### config.mk
export PLATFORM = sky130hd
export DESIGN_NAME = lever_quantizer_bell_pulser
export DESIGN_NICKNAME = d
export VERILOG_FILES = /design/src/rtl/lqbp_pkg.sv /design/src/rtl/lqbp_lane.sv /design/src/rtl/lqbp_merge.sv /design/src/rtl/lever_quantizer_bell_pulser.sv
export SDC_FILE = /design/constraint.sdc
export NUM_CORES = 1
export LEC_CHECK = 0
export BUFFER_PORTS_ARGS = -buffer_cell sky130_fd_sc_hd__buf_2
export CORE_MARGIN = 1
export CORE_UTILIZATION = 35
export CTS_BUF_LIST = sky130_fd_sc_hd__clkbuf_16
export DETAILED_ROUTE_END_ITERATION = 10
export GPL_TIMING_DRIVEN = 0
export PLACE_DENSITY_LB_ADDON = 0.3
export SYNTH_ARGS = -nofsm -noshare
export SYNTH_HDL_FRONTEND = slang
export SYNTH_SLANG_ARGS = --single-unit
### constraint.sdc
create_clock -name clock -period 8.4 [get_ports clock]
set_clock_uncertainty 0.2 [all_clocks]
set_input_delay 0.84 -clock clock [delete_from_list [all_inputs] [get_ports clock]]
set_output_delay 0.84 -clock clock [all_outputs]
set_load 0.005 [all_outputs]
### src/rtl/lqbp_pkg.sv
// ----------------------------------------------------------------------------
// lqbp_pkg
// Shared types and constants for the lever quantiser and bell pulser.
// ----------------------------------------------------------------------------
package lqbp_pkg;

   // default sizes
   localparam int unsigned MAX_POSITION = 15;
   localparam int unsigned MAX_PENDING  = 255;

   // field widths
   localparam int unsigned SAMPLE_W  = 12;
   localparam int unsigned HYST_W    = 10;
   localparam int unsigned MS_W      = 16;
   localparam int unsigned TIME_W    = 32;
   localparam int unsigned EXTRA_W   = 4;
   localparam int unsigned POS_OUT_W = 4;
   localparam int unsigned PEND_OUT_W = 8;
   localparam int unsigned CSR_IDX_W = 3;
   localparam int unsigned CSR_DATA_W = 16;

   // register reset values
   localparam logic [SAMPLE_W-1:0] LEFT_START_RST  = 12'd0;
   localparam logic [SAMPLE_W-1:0] LEFT_STEP_RST   = 12'd256;
   localparam logic [SAMPLE_W-1:0] RIGHT_START_RST = 12'd0;
   localparam logic [SAMPLE_W-1:0] RIGHT_STEP_RST  = 12'd256;
   localparam logic [HYST_W-1:0]   HYST_RST        = 10'd16;
   localparam logic [MS_W-1:0]     DOWN_MS_RST     = 16'd100;
   localparam logic [MS_W-1:0]     INTERVAL_MS_RST = 16'd500;

   typedef enum logic [CSR_IDX_W-1:0] {
      CSR_LEFT_START  = 3'd0,
      CSR_LEFT_STEP   = 3'd1,
      CSR_RIGHT_START = 3'd2,
      CSR_RIGHT_STEP  = 3'd3,
      CSR_HYSTERESIS  = 3'd4,
      CSR_DOWN_MS     = 3'd5,
      CSR_INTERVAL_MS = 3'd6
   } csr_index_type;

   // lane status seen by the sequencer
   typedef struct packed {
      logic busy;
      logic done;
   } lane_stat_type;

endpackage

### src/rtl/lqbp_lane.sv
// ----------------------------------------------------------------------------
// lqbp_lane
// One lever lane: detent window check and iterative detent division.
// ----------------------------------------------------------------------------
module lqbp_lane #(
   parameter int unsigned MAX_POSITION = lqbp_pkg::MAX_POSITION,
   localparam int unsigned POS_W = $clog2(MAX_POSITION + 1)
) (
   input  logic                              clock,
   input  logic                              reset,
   input  logic                              start,
   input  logic [lqbp_pkg::SAMPLE_W-1:0]     sample,
   input  logic [lqbp_pkg::SAMPLE_W-1:0]     cfg_start,
   input  logic [lqbp_pkg::SAMPLE_W-1:0]     cfg_step,
   input  logic [lqbp_pkg::HYST_W-1:0]       cfg_hyst,
   output lqbp_pkg::lane_stat_type           stat,
   output logic [POS_W-1:0]                  detent,
   output logic [POS_W-1:0]                  delta
);

   localparam int unsigned SW     = lqbp_pkg::SAMPLE_W;
   localparam int unsigned PROD_W = POS_W + SW;
   localparam int unsigned CEN_W  = PROD_W + 1;
   localparam int unsigned CMP_W  = CEN_W + 2;
   localparam int unsigned NUM_W  = SW + 1;
   localparam int unsigned CNT_W  = $clog2(NUM_W);

   typedef enum logic [4:0] {
      L_IDLE = 5'b00001,
      L_CMP  = 5'b00010,
      L_DIV  = 5'b00100,
      L_FIN  = 5'b01000,
      L_DONE = 5'b10000
   } lane_state_type;

   lane_state_type      state_ff, state_in;
   logic [SW-1:0]       sample_ff, sample_in;
   logic [CEN_W-1:0]    centre_ff, centre_in;
   logic [NUM_W-1:0]    quo_ff, quo_in;
   logic [NUM_W-1:0]    rem_ff, rem_in;
   logic [CNT_W-1:0]    cnt_ff, cnt_in;
   logic [POS_W-1:0]    detent_ff, detent_in;
   logic [POS_W-1:0]    delta_ff, delta_in;

   logic [SW-1:0]       step_eff;
   logic [SW-1:0]       half;
   logic [PROD_W-1:0]   prod;
   logic [CMP_W-1:0]    upper;
   logic [CMP_W-1:0]    lower_probe;
   logic                moved;
   logic [NUM_W:0]      num_pos;
   logic                num_neg;
   logic [NUM_W-1:0]    num;
   logic [NUM_W-1:0]    rem_sh;
   logic                fits;
   logic [POS_W-1:0]    newpos;

   // a zero step register behaves as one
   assign step_eff = (cfg_step == '0) ? SW'(1) : cfg_step;
   assign half     = step_eff >> 1;
   assign prod     = PROD_W'(detent_ff) * PROD_W'(step_eff);

   // window edges, both sides kept non-negative
   assign upper       = CMP_W'(centre_ff) + CMP_W'(half) + CMP_W'(cfg_hyst);
   assign lower_probe = CMP_W'(sample_ff) + CMP_W'(half) + CMP_W'(cfg_hyst);
   assign moved       = (CMP_W'(sample_ff) > upper) || (lower_probe < CMP_W'(centre_ff));

   assign num_pos = (NUM_W + 1)'(sample_ff) + (NUM_W + 1)'(half);
   assign num_neg = num_pos < (NUM_W + 1)'(cfg_start);
   assign num     = NUM_W'(num_pos - (NUM_W + 1)'(cfg_start));

   // restoring division, one quotient bit a cycle
   assign rem_sh = {rem_ff[NUM_W-2:0], quo_ff[NUM_W-1]};
   assign fits   = rem_sh >= NUM_W'(step_eff);

   assign newpos = (quo_ff > NUM_W'(MAX_POSITION)) ? POS_W'(MAX_POSITION)
                                                   : POS_W'(quo_ff);

   always_comb begin
      state_in  = state_ff;
      sample_in = sample_ff;
      centre_in = centre_ff;
      quo_in    = quo_ff;
      rem_in    = rem_ff;
      cnt_in    = cnt_ff;
      detent_in = detent_ff;
      delta_in  = delta_ff;
      case (state_ff)
         L_IDLE, L_DONE: begin
            if (start) begin
               sample_in = sample;
               centre_in = CEN_W'(prod) + CEN_W'(cfg_start);
               state_in  = L_CMP;
            end
         end
         L_CMP: begin
            if (!moved) begin
               delta_in = '0;
               state_in = L_DONE;
            end else if (num_neg) begin
               quo_in   = '0;
               state_in = L_FIN;
            end else begin
               quo_in   = num;
               rem_in   = '0;
               cnt_in   = '0;
               state_in = L_DIV;
            end
         end
         L_DIV: begin
            rem_in = fits ? (rem_sh - NUM_W'(step_eff)) : rem_sh;
            quo_in = {quo_ff[NUM_W-2:0], fits};
            cnt_in = cnt_ff + CNT_W'(1);
            if (cnt_ff == CNT_W'(NUM_W - 1)) begin
               state_in = L_FIN;
            end
         end
         L_FIN: begin
            detent_in = newpos;
            delta_in  = (newpos > detent_ff) ? (newpos - detent_ff) : (detent_ff - newpos);
            state_in  = L_DONE;
         end
         default: begin
            state_in = L_IDLE;
         end
      endcase
   end

   always_ff @(posedge clock) begin
      if (reset) begin
         state_ff  <= L_IDLE;
         detent_ff <= '0;
         delta_ff  <= '0;
      end else begin
         state_ff  <= state_in;
         detent_ff <= detent_in;
         delta_ff  <= delta_in;
      end
   end

   always_ff @(posedge clock) begin
      sample_ff <= sample_in;
      centre_ff <= centre_in;
      quo_ff    <= quo_in;
      rem_ff    <= rem_in;
      cnt_ff    <= cnt_in;
   end

   assign stat.done = (state_ff == L_DONE);
   assign stat.busy = (state_ff != L_DONE) && (state_ff != L_IDLE);
   assign detent    = detent_ff;
   assign delta     = delta_ff;

   a_div_count: assert property (@(posedge clock) disable iff (reset)
      (state_ff == L_DIV) |-> (cnt_ff < CNT_W'(NUM_W)))
      else $error("divider ran past its last quotient bit");

endmodule

### src/rtl/lqbp_merge.sv
// ----------------------------------------------------------------------------
// lqbp_merge
// Combines lane results: ring queue update, mute and bell plunger timing.
// ----------------------------------------------------------------------------
module lqbp_merge #(
   parameter int unsigned MAX_POSITION = lqbp_pkg::MAX_POSITION,
   parameter int unsigned MAX_PENDING  = lqbp_pkg::MAX_PENDING,
   localparam int unsigned POS_W  = $clog2(MAX_POSITION + 1),
   localparam int unsigned PEND_W = $clog2(MAX_PENDING + 1)
) (
   input  logic                             clock,
   input  logic                             reset,
   input  logic                             commit,
   input  logic [lqbp_pkg::EXTRA_W-1:0]     extra,
   input  logic                             mute,
   input  logic [lqbp_pkg::TIME_W-1:0]      now,
   input  logic [POS_W-1:0]                 delta_left,
   input  logic [POS_W-1:0]                 delta_right,
   input  logic [lqbp_pkg::MS_W-1:0]        cfg_down,
   input  logic [lqbp_pkg::MS_W-1:0]        cfg_interval,
   output logic [PEND_W-1:0]                pending,
   output logic                             bell
);

   localparam int unsigned BASE_W = (PEND_W > POS_W + 1) ?
                                    ((PEND_W > lqbp_pkg::EXTRA_W) ? PEND_W : lqbp_pkg::EXTRA_W) :
                                    ((POS_W + 1 > lqbp_pkg::EXTRA_W) ? POS_W + 1
                                                                      : lqbp_pkg::EXTRA_W);
   localparam int unsigned SUM_W  = BASE_W + 2;
   localparam int unsigned TW     = lqbp_pkg::TIME_W;

   logic [PEND_W-1:0] count_ff, count_in;
   logic              ext_ff, ext_in;
   logic [TW-1:0]     last_ff, last_in;

   logic [SUM_W-1:0]  sum;
   logic [PEND_W-1:0] queued;
   logic [TW-1:0]     elapsed;

   // saturating each addition in turn equals saturating the total
   assign sum = SUM_W'(count_ff) + SUM_W'(extra) + SUM_W'(delta_left) + SUM_W'(delta_right);

   always_comb begin
      if (mute) begin
         queued = '0;
      end else if (sum > SUM_W'(MAX_PENDING)) begin
         queued = PEND_W'(MAX_PENDING);
      end else begin
         queued = PEND_W'(sum);
      end
   end

   // wrapping time difference
   assign elapsed = now - last_ff;

   always_comb begin
      count_in = count_ff;
      ext_in   = ext_ff;
      last_in  = last_ff;
      if (commit) begin
         count_in = queued;
         if (ext_ff && (elapsed > TW'(cfg_down))) begin
            ext_in = 1'b0;
         end else if ((queued != '0) && (elapsed > TW'(cfg_interval))) begin
            ext_in   = 1'b1;
            last_in  = now;
            count_in = queued - PEND_W'(1);
         end
      end
   end

   always_ff @(posedge clock) begin
      if (reset) begin
         count_ff <= '0;
         ext_ff   <= 1'b0;
         last_ff  <= '0;
      end else begin
         count_ff <= count_in;
         ext_ff   <= ext_in;
         last_ff  <= last_in;
      end
   end

   assign pending = count_ff;
   assign bell    = ext_ff;

   a_queue_bound: assert property (@(posedge clock) disable iff (reset)
      PEND_W'(MAX_PENDING) >= count_ff)
      else $error("ring queue above its limit");

endmodule

### src/rtl/lever_quantizer_bell_pulser.sv
// ----------------------------------------------------------------------------
// lever_quantizer_bell_pulser
// Two lever lanes quantise ADC samples to detents; a merge stage queues
// bell rings and times the plunger pulse.
// ----------------------------------------------------------------------------
// sequence: the lanes check the detent window, run the divider only for a lever
//   that left its window and is not below its start, then the merge step commits
// one request at a time: a new request is taken only once the last has committed
// a finished result waits in the output register while the next request runs
// reset: synchronous, active high; registers take their documented defaults,
//   detents, ring queue, plunger and last ring time clear; no clearing pass
module lever_quantizer_bell_pulser #(
   parameter int unsigned MAX_POSITION = lqbp_pkg::MAX_POSITION,
   parameter int unsigned MAX_PENDING  = lqbp_pkg::MAX_PENDING
) (
   input  logic                                clock,
   input  logic                                reset,
   input  logic                                req_valid,
   output logic                                req_stall,
   input  logic [lqbp_pkg::SAMPLE_W-1:0]       req_left_sample,
   input  logic [lqbp_pkg::SAMPLE_W-1:0]       req_right_sample,
   input  logic                                req_mute,
   input  logic [lqbp_pkg::EXTRA_W-1:0]        req_extra_rings,
   input  logic [lqbp_pkg::TIME_W-1:0]         req_now_ms,
   output logic                                rsp_valid,
   input  logic                                rsp_stall,
   output logic [lqbp_pkg::POS_OUT_W-1:0]      rsp_left_position,
   output logic [lqbp_pkg::POS_OUT_W-1:0]      rsp_right_position,
   output logic                                rsp_bell_drive,
   output logic [lqbp_pkg::PEND_OUT_W-1:0]     rsp_pending_rings,
   input  logic                                csr_wr_en,
   input  logic [lqbp_pkg::CSR_IDX_W-1:0]      csr_index,
   input  logic [lqbp_pkg::CSR_DATA_W-1:0]     csr_wr_data
);

   localparam int unsigned POS_W  = $clog2(MAX_POSITION + 1);
   localparam int unsigned PEND_W = $clog2(MAX_PENDING + 1);
   localparam int unsigned SW     = lqbp_pkg::SAMPLE_W;
   localparam int unsigned OW     = lqbp_pkg::POS_OUT_W;

   typedef enum logic [2:0] {
      S_IDLE  = 3'b001,
      S_LANE  = 3'b010,
      S_MERGE = 3'b100
   } top_state_type;

   top_state_type state_ff, state_in;
   logic          rsp_valid_ff, rsp_valid_in;
   logic [OW-1:0] left_pos_ff, left_pos_in;
   logic [OW-1:0] right_pos_ff, right_pos_in;

   // request fields held for the merge stage
   logic                             mute_ff, mute_in;
   logic [lqbp_pkg::EXTRA_W-1:0]     extra_ff, extra_in;
   logic [lqbp_pkg::TIME_W-1:0]      now_ff, now_in;

   // configuration registers
   logic [SW-1:0]                left_start_ff, left_start_in;
   logic [SW-1:0]                left_step_ff, left_step_in;
   logic [SW-1:0]                right_start_ff, right_start_in;
   logic [SW-1:0]                right_step_ff, right_step_in;
   logic [lqbp_pkg::HYST_W-1:0]  hyst_ff, hyst_in;
   logic [lqbp_pkg::MS_W-1:0]    down_ff, down_in;
   logic [lqbp_pkg::MS_W-1:0]    interval_ff, interval_in;

   logic                     accept;
   logic                     commit;
   lqbp_pkg::lane_stat_type  left_stat, right_stat;
   logic [POS_W-1:0]         left_detent, right_detent;
   logic [POS_W-1:0]         left_delta, right_delta;
   logic [PEND_W-1:0]        pending;
   logic                     bell;

   assign req_stall = (state_ff != S_IDLE);
   assign accept    = req_valid && !req_stall;
   assign commit    = (state_ff == S_MERGE) && (!rsp_valid_ff || !rsp_stall);

   always_comb begin
      left_start_in  = left_start_ff;
      left_step_in   = left_step_ff;
      right_start_in = right_start_ff;
      right_step_in  = right_step_ff;
      hyst_in        = hyst_ff;
      down_in        = down_ff;
      interval_in    = interval_ff;
      if (csr_wr_en) begin
         case (csr_index)
            lqbp_pkg::CSR_LEFT_START:  left_start_in  = csr_wr_data[SW-1:0];
            lqbp_pkg::CSR_LEFT_STEP:   left_step_in   = csr_wr_data[SW-1:0];
            lqbp_pkg::CSR_RIGHT_START: right_start_in = csr_wr_data[SW-1:0];
            lqbp_pkg::CSR_RIGHT_STEP:  right_step_in  = csr_wr_data[SW-1:0];
            lqbp_pkg::CSR_HYSTERESIS:  hyst_in        = csr_wr_data[lqbp_pkg::HYST_W-1:0];
            lqbp_pkg::CSR_DOWN_MS:     down_in        = csr_wr_data[lqbp_pkg::MS_W-1:0];
            lqbp_pkg::CSR_INTERVAL_MS: interval_in    = csr_wr_data[lqbp_pkg::MS_W-1:0];
            default: begin
            end
         endcase
      end
   end

   always_comb begin
      state_in     = state_ff;
      rsp_valid_in = rsp_valid_ff && rsp_stall;
      left_pos_in  = left_pos_ff;
      right_pos_in = right_pos_ff;
      mute_in      = mute_ff;
      extra_in     = extra_ff;
      now_in       = now_ff;
      case (state_ff)
         S_IDLE: begin
            if (accept) begin
               mute_in  = req_mute;
               extra_in = req_extra_rings;
               now_in   = req_now_ms;
               state_in = S_LANE;
            end
         end
         S_LANE: begin
            if (left_stat.done && right_stat.done) begin
               state_in = S_MERGE;
            end
         end
         S_MERGE: begin
            if (commit) begin
               rsp_valid_in = 1'b1;
               left_pos_in  = OW'(left_detent);
               right_pos_in = OW'(right_detent);
               state_in     = S_IDLE;
            end
         end
         default: begin
            state_in = S_IDLE;
         end
      endcase
   end

   always_ff @(posedge clock) begin
      if (reset) begin
         state_ff       <= S_IDLE;
         rsp_valid_ff   <= 1'b0;
         left_start_ff  <= lqbp_pkg::LEFT_START_RST;
         left_step_ff   <= lqbp_pkg::LEFT_STEP_RST;
         right_start_ff <= lqbp_pkg::RIGHT_START_RST;
         right_step_ff  <= lqbp_pkg::RIGHT_STEP_RST;
         hyst_ff        <= lqbp_pkg::HYST_RST;
         down_ff        <= lqbp_pkg::DOWN_MS_RST;
         interval_ff    <= lqbp_pkg::INTERVAL_MS_RST;
      end else begin
         state_ff       <= state_in;
         rsp_valid_ff   <= rsp_valid_in;
         left_start_ff  <= left_start_in;
         left_step_ff   <= left_step_in;
         right_start_ff <= right_start_in;
         right_step_ff  <= right_step_in;
         hyst_ff        <= hyst_in;
         down_ff        <= down_in;
         interval_ff    <= interval_in;
      end
   end

   always_ff @(posedge clock) begin
      left_pos_ff  <= left_pos_in;
      right_pos_ff <= right_pos_in;
      mute_ff      <= mute_in;
      extra_ff     <= extra_in;
      now_ff       <= now_in;
   end

   lqbp_lane #(
      .MAX_POSITION (MAX_POSITION)
   ) u_lane_left (
      .clock     (clock),
      .reset     (reset),
      .start     (accept),
      .sample    (req_left_sample),
      .cfg_start (left_start_ff),
      .cfg_step  (left_step_ff),
      .cfg_hyst  (hyst_ff),
      .stat      (left_stat),
      .detent    (left_detent),
      .delta     (left_delta)
   );

   lqbp_lane #(
      .MAX_POSITION (MAX_POSITION)
   ) u_lane_right (
      .clock     (clock),
      .reset     (reset),
      .start     (accept),
      .sample    (req_right_sample),
      .cfg_start (right_start_ff),
      .cfg_step  (right_step_ff),
      .cfg_hyst  (hyst_ff),
      .stat      (right_stat),
      .detent    (right_detent),
      .delta     (right_delta)
   );

   lqbp_merge #(
      .MAX_POSITION (MAX_POSITION),
      .MAX_PENDING  (MAX_PENDING)
   ) u_merge (
      .clock        (clock),
      .reset        (reset),
      .commit       (commit),
      .extra        (extra_ff),
      .mute         (mute_ff),
      .now          (now_ff),
      .delta_left   (left_delta),
      .delta_right  (right_delta),
      .cfg_down     (down_ff),
      .cfg_interval (interval_ff),
      .pending      (pending),
      .bell         (bell)
   );

   assign rsp_valid          = rsp_valid_ff;
   assign rsp_left_position  = left_pos_ff;
   assign rsp_right_position = right_pos_ff;
   assign rsp_bell_drive     = bell;
   assign rsp_pending_rings  = lqbp_pkg::PEND_OUT_W'(pending);

   a_accept_starts: assert property (@(posedge clock) disable iff (reset)
      accept |=> (state_ff == S_LANE))
      else $error("request taken without starting the lanes");

   a_idle_lanes: assert property (@(posedge clock) disable iff (reset)
      (state_ff == S_IDLE) |-> (!left_stat.busy && !right_stat.busy))
      else $error("lane still busy while sequencer idle");

   a_result_from_merge: assert property (@(posedge clock) disable iff (reset)
      $rose(rsp_valid_ff) |-> $past(state_ff == S_MERGE))
      else $error("result raised outside the merge step");

endmodule

Yosys cells after proc, flatten, opt, wreduce, memory -nomap -nowiden
Cells that the tools add are included.

word-level totals
  flip-flop bits (word level) = 322
  latch bits = 0
  bits in writable memories = 0
  ROM bits = 0
  output and inout bits = 19
  logic and storage cells = 209
  memories = 0

operators by class
  add/sub/neg operators = 27
  multipliers = 2
  div/mod/pow operators = 0
  magnitude comparators = 15
  eq/ne operators = 35
  shift-type cells = 0
  mux-type cells = 51
  bitwise operators = 1
  reduce and logical (&&, ||, !) cells = 45

operators by type and width
  kind                 number
  $mux 12              8
  $add 19x10->19       4
  $gt 32x16->1         2
  $add 12x11->13       4
  $mux 13              4
  $pmux 13 s2          2
  $mux 4               12
  $pmux 12 s2          2
  $pmux 5 s4           2
  $gt 12x19->1         2
  $lt 19x17->1         2
  $add 17x11->18       2
  $reduce_and 2->1     18
  $add 16x12->17       2
  $mul 4x12->16        2
  $mux 8               4
  $pmux 4 s2           4
  $sub 32x32->32       1
  $lt 14x12->1         2
  $ge 13x12->1         2
  $gt 13x4->1 const B  2
  $sub 13x12->13       2
  $mux 5               5
  $logic_not 12->1     2
  32 further kinds     84

Depth between registers and ports, before layout
  word-level depth = 10
  depth in mapped cells = 27

Hierarchy
Synthesis repeated with hierarchy kept, for this count alone.

unflattened totals
  cell total of the unflattened synthesis = 3092
  area, all modules = 27206.1 um2

modules (own cells, without submodules)
  module                       instances  cells an instance  area an instance (um2)
  lqbp_lane at u_lane_left     1          952                8523.2
  lqbp_lane at u_lane_right    1          935                8413.1
  lqbp_merge                   1          733                5449.0
  lever_quantizer_bell_pulser  1          472                4820.9

Worst setup path after synthesis
No wires, ideal clock.

  path kind = flip-flop to flip-flop
  start = reg right_step_ff[1]
  end = reg u_lane_right.cnt_ff[0], enable pin
  library setup time = 409 ps
  arrival time = 5694 ps
  path slack = 2097 ps
  cell stages (with the launch flop) = 25
  buffers on the path = 1
  path through = dfxtp_1 > clkbuf_1 > ha_1 > inv_1 > fa_1 > inv_1 > a21o_1 > a311o_1 > nand2_1 > xnor2_1 > ha_1 > a21o_1 > a21o_1 > o41a_1 > xnor2_1 > ha_1 > o21ai_0 > nand2b_1 > a21oi_1 > a211oi_1 > nand3_1 > or3_1 > a2111oi_2 > nor3_1 > nor3_1

between the ends
  longest elaborated chain between the ends = 8

RTL lines
  item                                              RTL line                                           RTL
  from (decl)                                       lever_quantizer_bell_pulser.sv:61                  logic [SW-1:0] right_step_ff, right_step_in;
  from (signal assigned)                            lever_quantizer_bell_pulser.sv:144                 right_step_ff <= lqbp_pkg::RIGHT_STEP_RST;
  from (signal assigned)                            lever_quantizer_bell_pulser.sv:154                 right_step_ff <= right_step_in;
  $logic_not 12->1                                  lqbp_lane.sv:59                                    assign step_eff = (cfg_step == '0) ? SW'(1) : cfg_step;
  $mux 12 *                                         lqbp_lane.sv:59
  $add 17x11->18 or $add 12x11->13 (tied branches)  lqbp_lane.sv:64, lqbp_lane.sv:65, lqbp_lane.sv:68
  $add 19x10->19 (on tied branches)                 lqbp_lane.sv:64, lqbp_lane.sv:65
  $gt 12x19->1 or $lt 19x17->1 (tied branches)      lqbp_lane.sv:66                                    assign moved = (CMP_W'(sample_ff) > upper) || (lower_probe < CMP_W'(centre_ff));
  $logic_or 1x1->1                                  lqbp_lane.sv:66
  $ne 2x1->1 (no line)                              -
  $reduce_and 3->1 (no line) *                      -
  to (signal assigned)                              lqbp_lane.sv:146                                   cnt_ff <= cnt_in;
  to (decl)                                         lqbp_lane.sv:41                                    logic [CNT_W-1:0] cnt_ff, cnt_in;

Mark *: on every way between the ends. The rest lies on a longest branch, timed or not.
A chain may end at the register's enable or synchronous reset.

Final worst setup path
  start = reg right_step_ff[1]
  end = reg u_lane_right.quo_ff[1], enable pin

between the ends
  longest elaborated chain between the ends = 8

RTL lines
  item                                              RTL line                          RTL
  $logic_not 12->1                                  lqbp_lane.sv:59
  $mux 12 *                                         lqbp_lane.sv:59
  $add 17x11->18 or $add 12x11->13 (tied branches)  lqbp_lane.sv:64, lqbp_lane.sv:65
  $add 19x10->19 (on tied branches)                 lqbp_lane.sv:64, lqbp_lane.sv:65
  $gt 12x19->1 or $lt 19x17->1 (tied branches)      lqbp_lane.sv:66
  $logic_or 1x1->1 *                                lqbp_lane.sv:66
  $ne 2x1->1 (no line) *                            -
  $reduce_and 2->1 (no line) *                      -
  to (signal assigned)                              lqbp_lane.sv:144                  quo_ff <= quo_in;
  to (decl)                                         lqbp_lane.sv:39                   logic [NUM_W-1:0] quo_ff, quo_in;

Marked as above.

==> qor.csv <==
stage,metric,value,unit
min_path,Hold WC Path Type,in2reg,
power_and_ir_drop,peak supply drop,0.1375,mV
layout,final instance area,29670,µm²
floorplan,initial core utilization,35.45,%
floorplan,Die Width,276.8,µm
route,drt wl/cell,17.55,µm
floorplan,Chip Height,276.8,µm
synth,largest family of logic cells by synthesized area,adder cells,
timing,Max transition margin,17.18,%
worst_setup_path,Reg2Reg Setup Slack,1090,ps
clocking,clock-pin slew of the registers on the worst-case setup and hold paths,60,ps
timing,RSZ-0062 raised after global routing,no,
synth,post-synthesis compound-gate area fraction,17.67,%
layout,Nets,3717,
layout,Seq. cell area,8058,µm²
synth,Post-Syn Area,26430,µm²
clocking,clk buf depth,3,
floorplan,Std-Cell Rows,100,
synth,Post-synth EDFFs,161,
synth,Cells after Synth,3071,
layout,area growth from synthesis to layout,12.23,%
timing,f_max,136.8,MHz
global_route,gr usage total,19.16,%
worst_setup_path,Critical Path RT,8390,ps
clocking,htree depth,2,
timing,"Period Utilization, post-route",87.01,%
global_route,vias in the first global route,20970,
route,TritonRoute pass-1 iters,5,
global_route,initial antenna violation count,6,
timing,final hold vios,0,
power_and_ir_drop,overall power,4.728,mW
route,drt drc,0,
clocking,clock sink total,322,
placement,DP Area,28230,µm²
timing,final count of pins violating max slew,0,
global_route,first-pass GRT wire length,116300,µm
synth,post-synthesis cell type count,89,
worst_setup_path,crit path kind,reg2reg,
power_and_ir_drop,Static Leak,12.60,nW
worst_setup_path,Critical Path Sink Type,flip-flop,
floorplan,Core ar.,74570,µm²
route,final WL,74070,µm
floorplan,# IOs,104,
global_route,"Remaining Overflow, GRT",0,
layout,multi-input logic area,16750,µm²
synth,xor/xnor cell area share of the yosys netlist,5.301,%
route,initial DRC count,1315,
placement,Post-DP HPWL,58620,µm
clocking,postcts setup bufs,0,
timing,measured slew at the worst slew-check pin,1240,ps
worst_setup_path,CP Launch Type,flip-flop,
clocking,CTS root buf,clkbuf_16,
worst_setup_path,crit path DAT,7290,ps
route,Vias,21940,
power_and_ir_drop,power density cells,159.4,nW/µm²
synth,register area share after synthesis,30.48,%
placement,Routability Congestion,0.9120,
clocking,Clock Latency Late Sink,580,ps
layout,Finished Core Util,39.78,%
synth,YS warnings,0,
status,status,"finished, final reports clean",
synth,top_reg_cell synth,edfxtp_1,
route,Via-to-Cell Ratio,5.197,
clocking,CTS Buf Count,40,
clocking,CTS tree,built,
layout,fill count,7595,
synth,syn_area_per_cell,8.608,µm²
route,Post-DRT Antenna Nets,0,
placement,I/O Buffers,101,
clocking,post-CTS resize count,0,
synth,post-synthesis simple-gate area fraction,17.05,%
synth,"FF+latch count, synth",322,
clocking,CTS Hold Bufs,0,
global_route,largest net degree at the start of global routing,40,
synth,ys async rst share,0,%
timing,final setup fails,0,
worst_setup_path,largest fanout on the critical path,13,
synth,mux share of post-synthesis cell area,1.174,%
flow_run,max-cap violation count,0,
layout,layout cells sized above 1,7.231,%
floorplan,die area,76630,µm²
synth,Synth Area in Adders,22.01,%
timing,"Min Clock Period, post-route",7309,ps
==> layout make-up <==
type	instances	area share, %
multi-input cells	2317	56.46
repair buffers	104	1.860
clock inverters	26	0.7634
inverters	330	4.175
well taps	969	4.087
clock buffers	48	4.049
flip-flops and latches	322	27.16
plain buffers	103	1.430
diodes	2	0.01687
==> worst max-delay path, stage by stage (launching register included) <==
cell and delay, ps:
dfxtp_1 520, clkbuf_1 200, ha_1 200, inv_1 60, fa_1 530, inv_1 60
ha_1 270, a21o_1 180, a21oi_1 210, nor2b_1 70, o21a_1 190, o41ai_1 560
nor2_1 180, o21ai_0 230, xnor2_1 150, ha_1 280, nand4_1 80, nor3_1 70
a211oi_1 220, nand3_1 110, or3_1 330, a2111oi_2 790, nor3_1 330, nor2_1 880
==> layout by cell type, fill, tap and decap left out, types with 11 or more instances in the layout <==
cell type / count
nand2_1: 370
inv_1: 333
ha_1: 329
a21oi_1: 267
nor2_1: 242
dfxtp_1: 161
edfxtp_1: 161
o21ai_0: 141
xnor2_1: 111
buf_2: 109
clkbuf_1: 88
fa_1: 85
nand3_1: 70
nor3_1: 65
a21o_1: 65
xor2_1: 49
clkbuf_16: 48
nor2b_1: 34
o21a_1: 33
o21bai_1: 30
nand4_1: 30
a211oi_1: 28
or3_1: 26
nand2b_1: 25
nand3b_1: 23
mux2i_1: 22
o31ai_1: 20
a21boi_0: 19
a31oi_1: 18
and3_1: 18
o22ai_1: 12
or2_2: 11
==> layer usage <==
layer / up-vias / GRT usage (%) / wire length (µm)
li1: 11030 / - / -
met1: 10370 / 25.39 / 33660
met2: 425 / 31.37 / 34100
met3: 104 / 3.619 / 4089
met4: 8 / 6.011 / 2171
met5: - / 0 / 43
==> per-stage QoR <==
stage | setup slack (ps) | TNS, ps | hold slack (ps) | instances
detailed placement | 990.3 | 0 | 247.4 | 4145
CTS | 942.2 | 0 | 192.4 | 4219
global placement | -87.80 | -1394 | 241.2 | 4142
finish | 1091 | 0 | 233.2 | 4221
floorplan | 2097 | 0 | 228.3 | 3072
global route | 561.2 | 0 | 203.5 | 4220
==> registers in the layout, indices dropped and copies added, names as in the netlist, 13 cells and up <==
register,count
down_ff,16
now_ff,32
u_lane_right.centre_ff,17
interval_ff,16
u_lane_left.quo_ff,13
u_lane_right.quo_ff,13
u_lane_left.centre_ff,17
u_merge.last_ff,32
==> path summary, 6_finish.rpt <==
kind                    startpoint                      to  cells past startpoint
setup / recovery  right_step_ff[1]  u_lane_right.quo_ff[1]                     23
hold / removal      req_now_ms[21]              now_ff[21]                      1
setup reg to reg  right_step_ff[1]  u_lane_right.quo_ff[1]                     23
hold reg to reg    interval_ff[15]         interval_ff[15]                      2
==> power breakdown <==
part,internal (mW),switching [mW]
Clock,1.12,0.752
Combinational,0.430,0.627
Sequential,1.74,0.0620
==> synthesized netlist by cell type (all sizes together) (30+ instances only) <==
library cell	instances	area [µm²]
a21o	65	488.0
clkbuf	89	335.3
xor2	49	429.2
nand3	71	360.3
nor2	244	915.9
nand2	370	1389
nand4	30	187.7
o21bai	30	225.2
a21oi	271	1371
o21ai	145	729.4
nor2b	34	212.7
fa	85	1702
nor3	66	330.3
ha	329	4116
edfxtp	161	4835
dfxtp	161	3223
inv	330	1239
o21a	33	247.7
a211oi	30	230.2
xnor2	111	972.2
==> kinds of logic (layout without fill, tap and decap cells) <==
family                     Yosys count  after routing
buffers and inverters              433            611
muxes                               30             30
AOI/OAI and AO/OA                  739            739
other                                1              4
and+or+nand+nor                    972            972
xor gates and xnor gates           160            160
adders and majority gates          414            414
DFF                                322            322
No activity file was read; power rests on OpenSTA's default activity.
